`config.mk`:
```
export PLATFORM = sky130hd
export DESIGN_NAME = utf8_validate_line_break_marker
export DESIGN_NICKNAME = d
export VERILOG_FILES = /design/src/sv/uvlb_pkg.sv /design/src/sv/uvlb_classify.sv /design/src/sv/uvlb_rsp_fifo.sv /design/src/sv/utf8_validate_line_break_marker.sv
export VERILOG_INCLUDE_DIRS = /design/src /design/src/sv
export SDC_FILE = /design/constraint.sdc
export NUM_CORES = 1
export LEC_CHECK = 0
export BUFFER_PORTS_ARGS = -buffer_cell sky130_fd_sc_hd__clkbuf_2
export CAP_MARGIN = 20
export CORE_MARGIN = 5
export CORE_UTILIZATION = 35
export CTS_CLUSTER_SIZE = 8
export DETAILED_ROUTE_END_ITERATION = 8
export GPL_ROUTABILITY_DRIVEN = 1
export GPL_TIMING_DRIVEN = 0
export SLEW_MARGIN = 20
export SYNTH_ARGS = -nofsm -noshare
export SYNTH_HDL_FRONTEND = slang
export SYNTH_SLANG_ARGS = --single-unit
export TNS_END_PERCENT = 50
```
`constraint.sdc`:
```
create_clock -name clock -period 3.1 [get_ports clock]
set_input_delay 0.155 -clock clock [delete_from_list [all_inputs] [get_ports clock]]
set_output_delay 0.155 -clock clock [all_outputs]
set_load 0.05 [all_outputs]
```
`src/sv/utf8_validate_line_break_marker_assert.svh`:
```
// assertion macros for the utf8 validation and line break marker
`ifndef UTF8_VALIDATE_LINE_BREAK_MARKER_ASSERT_SVH
`define UTF8_VALIDATE_LINE_BREAK_MARKER_ASSERT_SVH

// checked only while reset is low
`define UVLB_ASSERT(lbl, prop, msg) \
   lbl: assert property (@(posedge clock) disable iff (reset) prop) else $error(msg);

// checked at every edge, reset included
`define UVLB_ASSERT_ALWAYS(lbl, prop, msg) \
   lbl: assert property (@(posedge clock) prop) else $error(msg);

`endif

```
`src/sv/uvlb_pkg.sv`:
```
// shared types and byte constants for the utf8 validation and line break marker
package uvlb_pkg;

   localparam logic [7:0] CHAR_LF      = 8'h0A;
   localparam logic [7:0] CHAR_CR      = 8'h0D;
   localparam logic [7:0] NEL_LEAD     = 8'hC2;
   localparam logic [7:0] NEL_TAIL     = 8'h85;
   localparam logic [7:0] LSPS_LEAD    = 8'hE2;
   localparam logic [7:0] LSPS_MID     = 8'h80;
   localparam logic [7:0] LS_TAIL      = 8'hA8;
   localparam logic [7:0] PS_TAIL      = 8'hA9;
   localparam logic [7:0] LEAD_LO      = 8'hC0;
   localparam logic [7:0] LEAD2_LO     = 8'hC2;
   localparam logic [7:0] LEAD2_HI     = 8'hDF;
   localparam logic [7:0] LEAD3_LO     = 8'hE0;
   localparam logic [7:0] LEAD3_HI     = 8'hEF;
   localparam logic [7:0] LEAD4_LO     = 8'hF0;
   localparam logic [7:0] LEAD4_HI     = 8'hF4;
   localparam logic [7:0] SUFFIX_LO    = 8'h80;
   localparam logic [7:0] SUFFIX_HI    = 8'hBF;
   localparam logic [7:0] LEAD_E0      = 8'hE0;
   localparam logic [7:0] LEAD_ED      = 8'hED;
   localparam logic [7:0] LEAD_F0      = 8'hF0;
   localparam logic [7:0] LEAD_F4      = 8'hF4;
   localparam logic [7:0] E0_BAD_HI    = 8'h9F;
   localparam logic [7:0] ED_BAD_LO    = 8'hA0;
   localparam logic [7:0] F0_BAD_HI    = 8'h8F;
   localparam logic [7:0] F4_BAD_LO    = 8'h90;

   typedef struct packed {
      logic nonfinal;
      logic brk;
   } class_type;

   typedef struct packed {
      logic [7:0] data_byte;
      logic       nonfinal_mark;
      logic       break_mark;
      logic       final_result;
   } rsp_item_type;

   typedef struct packed {
      logic [1:0]   count;
      rsp_item_type first;
      rsp_item_type second;
   } rsp_push_type;

endpackage

```
`src/sv/uvlb_classify.sv`:
```
// classifies one byte against the three previous bytes
module uvlb_classify
   import uvlb_pkg::*;
(
   input  logic [7:0] cur_byte,
   input  logic [7:0] prev1,
   input  logic [7:0] prev2,
   input  logic [7:0] prev3,
   output class_type  result
);

   logic lead, legal, suffix;
   logic s22, s32, s33, s42, s43, s44, scope;
   logic bad_second, invalid;

   always_comb begin
      lead   = cur_byte >= LEAD_LO;
      legal  = (cur_byte >= LEAD2_LO && cur_byte <= LEAD2_HI) ||
               (cur_byte >= LEAD3_LO && cur_byte <= LEAD3_HI) ||
               (cur_byte >= LEAD4_LO && cur_byte <= LEAD4_HI);
      suffix = cur_byte >= SUFFIX_LO && cur_byte <= SUFFIX_HI;

      s22 = prev1 >= LEAD2_LO && prev1 <= LEAD2_HI;
      s32 = prev1 >= LEAD3_LO && prev1 <= LEAD3_HI;
      s33 = prev2 >= LEAD3_LO && prev2 <= LEAD3_HI;
      s42 = prev1 >= LEAD4_LO && prev1 <= LEAD4_HI;
      s43 = prev2 >= LEAD4_LO && prev2 <= LEAD4_HI;
      s44 = prev3 >= LEAD4_LO && prev3 <= LEAD4_HI;
      scope = s22 || s32 || s33 || s42 || s43 || s44;

      // overlong or out of range second byte
      bad_second = (prev1 == LEAD_E0 && cur_byte >= SUFFIX_LO && cur_byte <= E0_BAD_HI) ||
                   (prev1 == LEAD_ED && cur_byte >= ED_BAD_LO && cur_byte <= SUFFIX_HI) ||
                   (prev1 == LEAD_F0 && cur_byte >= SUFFIX_LO && cur_byte <= F0_BAD_HI) ||
                   (prev1 == LEAD_F4 && cur_byte >= F4_BAD_LO && cur_byte <= SUFFIX_HI);

      invalid = (lead != legal) || (scope != suffix) || bad_second;

      result.nonfinal = (lead || s32 || s42 || s43) && !invalid;
      result.brk      = (cur_byte >= CHAR_LF && cur_byte <= CHAR_CR) ||
                        (prev1 == NEL_LEAD && cur_byte == NEL_TAIL) ||
                        (prev2 == LSPS_LEAD && prev1 == LSPS_MID &&
                         (cur_byte == LS_TAIL || cur_byte == PS_TAIL));
   end

endmodule

```
`src/sv/uvlb_rsp_fifo.sv`:
```
// result queue: takes up to two results per cycle, hands out one while rsp_tready is high
module uvlb_rsp_fifo
   import uvlb_pkg::*;
#(
   parameter int RSP_DEPTH = 4
) (
   input  logic         clock,
   input  logic         reset,
   input  rsp_push_type push,
   output logic         room_for_two,
   output logic         rsp_tvalid,
   input  logic         rsp_tready,
   output logic [7:0]   rsp_tdata,   // [7:0] byte_out
   output logic [1:0]   rsp_tuser,   // [0] nonfinal_mark, [1] break_mark
   output logic         rsp_tlast    // final_result
);

   localparam int PtrW = (RSP_DEPTH > 1) ? $clog2(RSP_DEPTH) : 1;
   localparam int CntW = $clog2(RSP_DEPTH + 1);

   rsp_item_type mem [RSP_DEPTH];

   logic [PtrW-1:0] wr_ptr_ff, wr_ptr_in, rd_ptr_ff, rd_ptr_in, wr_ptr_nxt;
   logic [CntW-1:0] count_ff, count_in;
   logic            pop;

   function automatic logic [PtrW-1:0] nxt_ptr(input logic [PtrW-1:0] p);
      return (p == PtrW'(RSP_DEPTH - 1)) ? '0 : p + 1'b1;
   endfunction

   always_comb begin
      pop          = rsp_tvalid && rsp_tready;
      wr_ptr_nxt   = nxt_ptr(wr_ptr_ff);
      wr_ptr_in    = wr_ptr_ff;
      case (push.count)
         2'd1:    wr_ptr_in = wr_ptr_nxt;
         2'd2:    wr_ptr_in = nxt_ptr(wr_ptr_nxt);
         default: wr_ptr_in = wr_ptr_ff;
      endcase
      rd_ptr_in    = pop ? nxt_ptr(rd_ptr_ff) : rd_ptr_ff;
      count_in     = count_ff + CntW'(push.count) - CntW'(pop);
      rsp_tvalid   = count_ff != '0;
      room_for_two = count_ff <= CntW'(RSP_DEPTH - 2);
      rsp_tdata    = mem[rd_ptr_ff].data_byte;
      rsp_tuser    = {mem[rd_ptr_ff].break_mark, mem[rd_ptr_ff].nonfinal_mark};
      rsp_tlast    = mem[rd_ptr_ff].final_result;
   end

   always_ff @(posedge clock) begin
      if (reset) begin
         wr_ptr_ff <= '0;
         rd_ptr_ff <= '0;
         count_ff  <= '0;
      end else begin
         wr_ptr_ff <= wr_ptr_in;
         rd_ptr_ff <= rd_ptr_in;
         count_ff  <= count_in;
      end
   end

   always_ff @(posedge clock) begin
      if (push.count != 2'd0) begin
         mem[wr_ptr_ff] <= push.first;
      end
      if (push.count == 2'd2) begin
         mem[wr_ptr_nxt] <= push.second;
      end
   end

endmodule

```
`src/sv/utf8_validate_line_break_marker.sv`:
```
// utf8 validation and line break marker, one byte per cycle while the result queue has room
// results: a byte's result enters the result queue when the next byte's transaction is accepted,
//   or with its own transaction when it carries tlast
// throughput: one byte per cycle while the result queue has room for two results, else req_tready is low
// reset: clears the byte history, the held result and the result queue
module utf8_validate_line_break_marker
   import uvlb_pkg::*;
#(
   parameter int RSP_DEPTH = 4
) (
   input  logic       clock,
   input  logic       reset,
   input  logic       req_tvalid,
   output logic       req_tready,
   input  logic [7:0] req_tdata,   // [7:0] data_byte
   input  logic       req_tlast,   // end_of_text
   output logic       rsp_tvalid,
   input  logic       rsp_tready,
   output logic [7:0] rsp_tdata,   // [7:0] byte_out
   output logic [1:0] rsp_tuser,   // [0] nonfinal_mark, [1] break_mark
   output logic       rsp_tlast    // final_result
);

`include "utf8_validate_line_break_marker_assert.svh"

   logic [7:0]   hist0_ff, hist1_ff, hist2_ff, hist0_in, hist1_in, hist2_in;
   logic         held_valid_ff, held_valid_in;
   rsp_item_type held_ff, held_in;
   class_type    cur_class;
   rsp_item_type held_item, cur_item;
   rsp_push_type push;
   logic         accept, crlf, room_for_two;

   uvlb_classify u_classify (
      .cur_byte (req_tdata),
      .prev1    (hist0_ff),
      .prev2    (hist1_ff),
      .prev3    (hist2_ff),
      .result   (cur_class)
   );

   always_comb begin
      req_tready = room_for_two;
      accept     = req_tvalid && req_tready;

      // cr followed by lf joins the pair
      crlf = held_ff.data_byte == CHAR_CR && req_tdata == CHAR_LF;
      held_item               = held_ff;
      held_item.nonfinal_mark = held_ff.nonfinal_mark || crlf;
      held_item.break_mark    = held_ff.break_mark && !crlf;
      held_item.final_result  = 1'b0;

      cur_item.data_byte     = req_tdata;
      cur_item.nonfinal_mark = cur_class.nonfinal;
      cur_item.break_mark    = cur_class.brk;
      cur_item.final_result  = req_tlast;

      push.count  = accept ? ({1'b0, held_valid_ff} + {1'b0, req_tlast}) : 2'd0;
      push.first  = held_valid_ff ? held_item : cur_item;
      push.second = cur_item;

      hist0_in      = hist0_ff;
      hist1_in      = hist1_ff;
      hist2_in      = hist2_ff;
      held_valid_in = held_valid_ff;
      held_in       = held_ff;
      if (accept) begin
         if (req_tlast) begin
            // stream ends: clear the byte history and the held result as after reset
            hist0_in      = '0;
            hist1_in      = '0;
            hist2_in      = '0;
            held_valid_in = 1'b0;
            held_in       = '0;
         end else begin
            hist0_in      = req_tdata;
            hist1_in      = hist0_ff;
            hist2_in      = hist1_ff;
            held_valid_in = 1'b1;
            held_in       = cur_item;
         end
      end
   end

   always_ff @(posedge clock) begin
      if (reset) begin
         hist0_ff      <= '0;
         hist1_ff      <= '0;
         hist2_ff      <= '0;
         held_valid_ff <= 1'b0;
         held_ff       <= '0;
      end else begin
         hist0_ff      <= hist0_in;
         hist1_ff      <= hist1_in;
         hist2_ff      <= hist2_in;
         held_valid_ff <= held_valid_in;
         held_ff       <= held_in;
      end
   end

   uvlb_rsp_fifo #(
      .RSP_DEPTH (RSP_DEPTH)
   ) u_rsp_fifo (
      .clock        (clock),
      .reset        (reset),
      .push         (push),
      .room_for_two (room_for_two),
      .rsp_tvalid   (rsp_tvalid),
      .rsp_tready   (rsp_tready),
      .rsp_tdata    (rsp_tdata),
      .rsp_tuser    (rsp_tuser),
      .rsp_tlast    (rsp_tlast)
   );

   `UVLB_ASSERT(a_push_shows, (accept && (held_valid_ff || req_tlast)) |=> rsp_tvalid, "queued result not shown")
   `UVLB_ASSERT(a_last_clears, (accept && req_tlast) |=> (!held_valid_ff && hist0_ff == 8'h00), "stream end did not clear state")
   `UVLB_ASSERT(a_first_no_rsp, (accept && !held_valid_ff && !req_tlast && !rsp_tvalid) |=> !rsp_tvalid, "result from nothing")
   `UVLB_ASSERT_ALWAYS(a_reset_empty, reset |=> (!rsp_tvalid && !held_valid_ff), "reset left results")

endmodule

```
Yosys cells after proc, flatten, opt, wreduce, memory -nomap -nowiden
Memory sizes are Yosys's and may differ from the RTL's. A register that Yosys moved wholly into a read port is not among the register bits.
Index checks and enable logic that the tools add are counted.
{ "word_totals": {"ff_bits": 42, "ram_bits": 44, "in_bits": 13, "word_cells": 132, "mem_count": 1} }
{ "mem_list": {"columns": ["name", "words", "width", "rd", "rd_clocked_by_memory_dff", "wr", "line_no", "source"], "rows": [
  ["u_rsp_fifo.mem", 4, 11, 1, 1, 2, "uvlb_rsp_fifo.sv:21", "rsp_item_type mem [RSP_DEPTH];"]
]} }
{ "op_classes": {"addsub": 6, "n_lt_le_gt_ge": 28, "n_eq_ne": 19, "muxes": 17, "n_reduce_logical": 51} }
{ "ops": {"columns": ["op", "n"], "rows": [
  [">= comparator 8 bit, second input constant", 13],
  ["less-or-equal comparator 8 bit, second input constant", 12],
  ["== test 8 bit, second input constant", 10],
  ["logical AND 1 bit", 27],
  ["2-to-1 mux 8 bit", 3],
  ["2-to-1 mux 11 bit", 2],
  ["logical OR 1 bit", 19],
  ["== test 8 x 4 -> 1 bit, second input constant", 2],
  ["2-to-1 mux 2 bit", 6],
  ["== test 2 bit, second input constant", 4],
  [">= comparator 8 x 4 -> 1 bit, second input constant", 1],
  ["less-or-equal comparator 8 x 4 -> 1 bit, second input constant", 1],
  ["adder 2 x 1 -> 2 bit, second input constant", 3],
  ["2-to-1 mux 1 bit", 5],
  ["case mux 2 bit (2 select lines)", 1],
  ["nonzero test 2 bit", 2],
  ["adder 3 x 2 -> 3 bit", 1],
  ["less-or-equal comparator 3 x 2 -> 1 bit, second input constant", 1],
  ["nonzero test 3 bit", 1],
  ["subtractor 3 x 1 -> 3 bit", 1],
  ["adder 1 x 1 -> 2 bit", 1],
  ["== test 2 x 1 -> 1 bit, second input constant", 1],
  ["logical NOT 1 bit", 2],
  ["!= test 1 bit", 2]
]} }

Depth between registers and ports, before layout
{ "depth": {"depth_word": 13, "depth_mapped": 11, "mapped_depth_nobuf": 11} }

Hierarchy
A second synthesis with hierarchy kept.
{ "unflattened": {"cells_unflattened": 369, "area_unflattened_um2": 4317.9} }
{ "modules_own_cells": {"columns": ["mod", "n_inst", "cells_per_inst", "area_per_inst_um2"], "rows": [
  ["uvlb_rsp_fifo", 1, 174, 2707.6],
  ["utf8_validate_line_break_marker", 1, 145, 1307.5],
  ["uvlb_classify", 1, 50, 302.8]
]} }

Worst setup path before layout
OpenSTA, ideal clock, no wires.
{ "synth_path": {"path_kind": "register -> register", "start": "register u_rsp_fifo.count_ff[1]", "end": "memory u_rsp_fifo.mem[1][7] (netlist bit) (data pin)", "setup_ns": 0.262, "arrival_time_ns": 2.967, "t_required_ns": 2.838, "path_slack_ns": -0.129, "stages_incl_launch_ff": 9, "path_cell_list": "dfxtp_1 a21oi_1 nand2_1 clkbuf_1 or2_1 ha_1 nand2_1 nand2_1 mux2_1"} }
{ "synth_lines": {"columns": ["item", "line_no", "source"], "rows": [
  ["start, declared", "uvlb_rsp_fifo.sv:24", "logic [CntW-1:0] count_ff, count_in;"],
  ["start signal, assigned", "uvlb_rsp_fifo.sv:57", "count_ff <= count_in;"],
  ["end, declared", "uvlb_rsp_fifo.sv:21", null]
]} }

==> metrics.md <==
| Metric | Value |
|---|---|
| Slew Limit Fails | `0` |
| Routed vias | `2,980` |
| Gr usage total | `0.1475` |
| Adder-cell area share of the yosys netlist | `0.04975` |
| Die ar. | `14,210 µm²` |
| Post-route non-filler standard cell count | `563` |
| Largest net degree at the start of global routing | `15` |
| Main flop type after synthesis | `edfxtp_1` |
| Post-synth top area share | `0.3165` |
| FMAX | `0.3504 GHz` |
| Sequential fraction of the synthesis area | `0.4891` |
| Power per cell area | `683.4 nW/µm²` |
| Routability cong. | `between 0.8 and 0.9` |
| Share of cells above drive strength 1 | `0.1786` |
| Die Y | `119.2 µm` |
| Wire per inst | `roughly 18 µm` |
| Crit path kind | `register to register` |
| Total I/O pin count | `26` |
| Detailed-route DRC error count | `0` |
| H-tree lvl count | `3` |
| Hold crit path type | `input port to register` |
| Crit path arrival time | `2.93 ns` |
| Type of origin of the critical path | `register` |
| N_diodes | `0` |
| Final Hold Viols | `0` |
| Critical Path Sink Type | `register` |
| Post-synthesis cell count | `383` |
| CTS tree | `built` |
| # nets final | `between 400 and 500` |
| #FFs+latches synth | `80` |
| Crit path buffers/inverters | `1` |
| Antenna violations before repair | `0` |
| Longest Clk Path Bufs | `2` |
| Worst-Skew Late Latency | `0.34 ns` |
| CTS buffer count | `9` |
| Worst reg2reg setup slack | `0.25 ns` |
| End of the worst register-to-register path | `u_rsp_fifo.mem[3][7]$_DFFE_PP_` |
| Hold Startpoint | `req_tdata[6]` |
| R2R cell count | `8` |
| Initial DRC Count | `314` |
| GR Overflow Total | `0` |
| Critical Path Max Stage Delay | `0.39 ns` |
| CTS clk-pin slew, worst paths | `0.07 ns` |
| Distinct cell type count after synthesis | `46` |
| Worst rel slew slack | `0.4905` |
| Setup violators final | `0` |
| RSZ-0062 raised after global routing | `false` |
| Critical Path RT | `3.18 ns` |
| PortBufs | `21` |
| Worst R2R Start | `u_rsp_fifo.count_ff[1]$_SDFF_PP0_` |
| Cells after DPL | `547` |
| Tcrit/Tclk final | `0.9205` |
| Routed WL | `9941 µm` |
| Endpoint, Worst Hold | `u_rsp_fifo.mem[0][9]$_DFFE_PP_` |
| Total of max-cap violations | `0` |
| Pleak | `0.001691 µW` |
| Synth area leaders | `edfxtp_1, dfxtp_1, mux2_1` |
| Die X | `around 120 µm` |
| DP Worst Slack | `approximately 0.14 ns` |
| XOR/XNOR Fraction of Synth Area | `0.008391` |
| Via-to-Cell Ratio | `5.293` |
| Min Tclk post-route | `2.854 ns` |
| Post-CTS Setup Inserts | `0` |
| Number of flops mapped to enable cells by yosys | `between 40 and 50` |
| Root Buffer | `clkbuf_16` |
| Area Growth Syn to Fin | `14.05%` |
| Largest family of logic cells by synthesized area | `simple AND/OR/NAND/NOR gates` |
| Core region area | `11,560 µm²` |
| Leading cell type by number of instances after synthesis | `edfxtp_1` |
| Sink Count | `80` |
| Max rail drop VDD | `0.2708 mV` |
| Worst Hold Depth | `2` |
| Detailed Place HPWL | `7030 µm` |
| Critical Path, Cell by Cell | `a21oi_2 -> nand2_1 -> clkbuf_1 -> or2_1 -> ha_1 -> nand2_1 -> nand2_2 -> mux2_1` |
| Post-synth net total | `around 400` |
| Synthesized area per cell | `10.90 µm²` |
| Final setup margin | `0.2464 ns` |
| Worst-margin pin slew | `~0.76 ns` |
| CP dominant cell by count | `nand2_1` |
| Synth Cell Area | `4175 µm²` |
| Setup TNS | `0 ns` |
| Top cells by count, synth | `edfxtp_1, nor2_1, a21oi_1, dfxtp_1, mux2_1` |
| Initial core utilization | `0.3610` |
| Mux cell area share after synthesis | `0.1519` |
| Slowest-stage cell, CP | `mux2_1` |
| Compound-Gate Fraction of Synth Area | `0.1007` |
| Simple-gate share of the synthesized area | `0.1531` |
| Status | `complete, no violations` |
| Yosys synthesis warning count | `0` |
| Clock Skew | `~0.0094 ns` |
| Number of routed nets with antenna violations | `0` |
| Async S/R FF share, synth | `0` |
| Worst path top cell family by delay | `simple AND/OR/NAND/NOR gates` |
| Worst Path Max Fanout | `10` |
| Global-route wire length before repair | `between 15,000 and 20,000 µm` |
| Pre-antenna DRT Iters | `5` |
| Number of global-route vias before repair | `2,955` |
| Cell taking the most area after synthesis | `edfxtp_1` |
| Row cnt | `39` |
==> per-layer routing <==
metal,part of all wire,up-vias,track usage
met5,0,-,0
met4,0.012,0,0.04127
met3,0.041,11,0.02701
met2,0.47,75,0.2349
met1,0.47,1426,0.2063
li1,-,1468,-
==> power breakdown <==
part | leakage, µW | switching, µW | total, µW | internal (µW)
Sequential | 0.000693 | 53.2 | 1280 | 1230
Combinational | 0.000871 | 671 | 992 | 321
Clock | 0.000127 | 437 | 978 | 541
==> cells by family (layout without fill, tap and decap cells) <==
family / count (synthesis) / count (layout)
AND/OR/NAND/NOR: 119 / 119
flip-flops: 80 / 80
buffers and inverters: 49 / 86
AO/OA/AOI/OAI: 70 / 70
XOR/XNOR: 4 / 4
adder cells (fa/ha/maj): 16 / 16
multiplexers: 45 / 45
==> sequential cells by signal (all words and copies together), names as in the netlist, named ones only <==
| register | flops |
|---|---|
| u_rsp_fifo.mem | 44 |
| u_rsp_fifo.wr_ptr_ff | 2 |
| hist0_ff | 8 |
| u_rsp_fifo.count_ff | 3 |
| u_rsp_fifo.rd_ptr_ff | 2 |
| hist2_ff | 8 |
| hist1_ff | 8 |
| held_ff | 2 |
| held_valid_ff | 1 |
==> area by class of cell <==
type,count,area (µm²)
Tap cell,143,178.9
Buffer,28,117.6
Sequential cell,80,2042
Clock inverter,7,48.80
Multi-Input combinational cell,254,1966
Inverter,21,78.83
Clock buffer,9,225.2
Fill cell,1118,6803
Timing Repair Buffer,21,105.1
==> stage by stage <==
step                  util  power, µW  hold slack (ns)  cell area [µm²]
floorplan                -       2062           0.3590             4179
global placement    0.3859       2279           0.4423             4463
detailed placement  0.3872       2304           0.4618             4478
CTS                 0.4109       3273           0.1675             4752
global route        0.4118       3432           0.1727             4762
finish              0.4118       3254           0.1658             4762
==> cell usage in the layout, fill, tap and decap left out, types with 2 or more instances in the layout <==
cell,count
a211oi_1,2
a211oi_2,4
a21oi_1,35
a21oi_2,2
and4b_1,2
buf_2,4
clkbuf_1,23
clkbuf_16,9
clkbuf_2,21
clkinv_1,2
clkinv_4,3
clkinvlp_4,2
dfxtp_1,36
edfxtp_1,44
ha_1,15
inv_1,14
inv_2,7
mux2_1,33
mux4_2,11
nand2_1,17
nand2_2,4
nand3_1,4
nand3b_1,2
nand4_1,3
nor2_1,42
nor2b_1,2
nor3_1,4
nor3b_1,24
nor4b_1,2
o211ai_1,2
o21a_1,2
o21ai_0,3
o21ai_1,7
o21ai_2,4
o22ai_1,5
o311ai_1,2
or3_1,2
or4_1,3
xnor2_1,3
==> repair_timing <==
| action | 4_1_cts | 5_1_grt |
|---|---|---|
| endpoints found under the setup margin | 0 | 24 |
| resized for setup | 0 | 4 |
| hold buffers | 0 | 0 |
==> how the worst max path moves through the flow <==
stage | from | to | depth (start not counted)
2_1_floorplan | u_rsp_fifo.count_ff[0]$_SDFF_PP0_ | u_rsp_fifo.mem[1][7]$_DFFE_PP_ | 8
3_3_place_gp | u_rsp_fifo.count_ff[1]$_SDFF_PP0_ | u_rsp_fifo.mem[1][5]$_DFFE_PP_ | 6
3_5_place_dp | u_rsp_fifo.count_ff[1]$_SDFF_PP0_ | u_rsp_fifo.mem[3][3]$_DFFE_PP_ | 8
4_1_cts | u_rsp_fifo.count_ff[1]$_SDFF_PP0_ | u_rsp_fifo.mem[3][7]$_DFFE_PP_ | 8
5_1_grt | u_rsp_fifo.count_ff[1]$_SDFF_PP0_ | u_rsp_fifo.mem[3][7]$_DFFE_PP_ | 8
6_report | u_rsp_fifo.count_ff[1]$_SDFF_PP0_ | u_rsp_fifo.mem[3][7]$_DFFE_PP_ | 8
No activity file was read; power rests on OpenSTA's default activity.
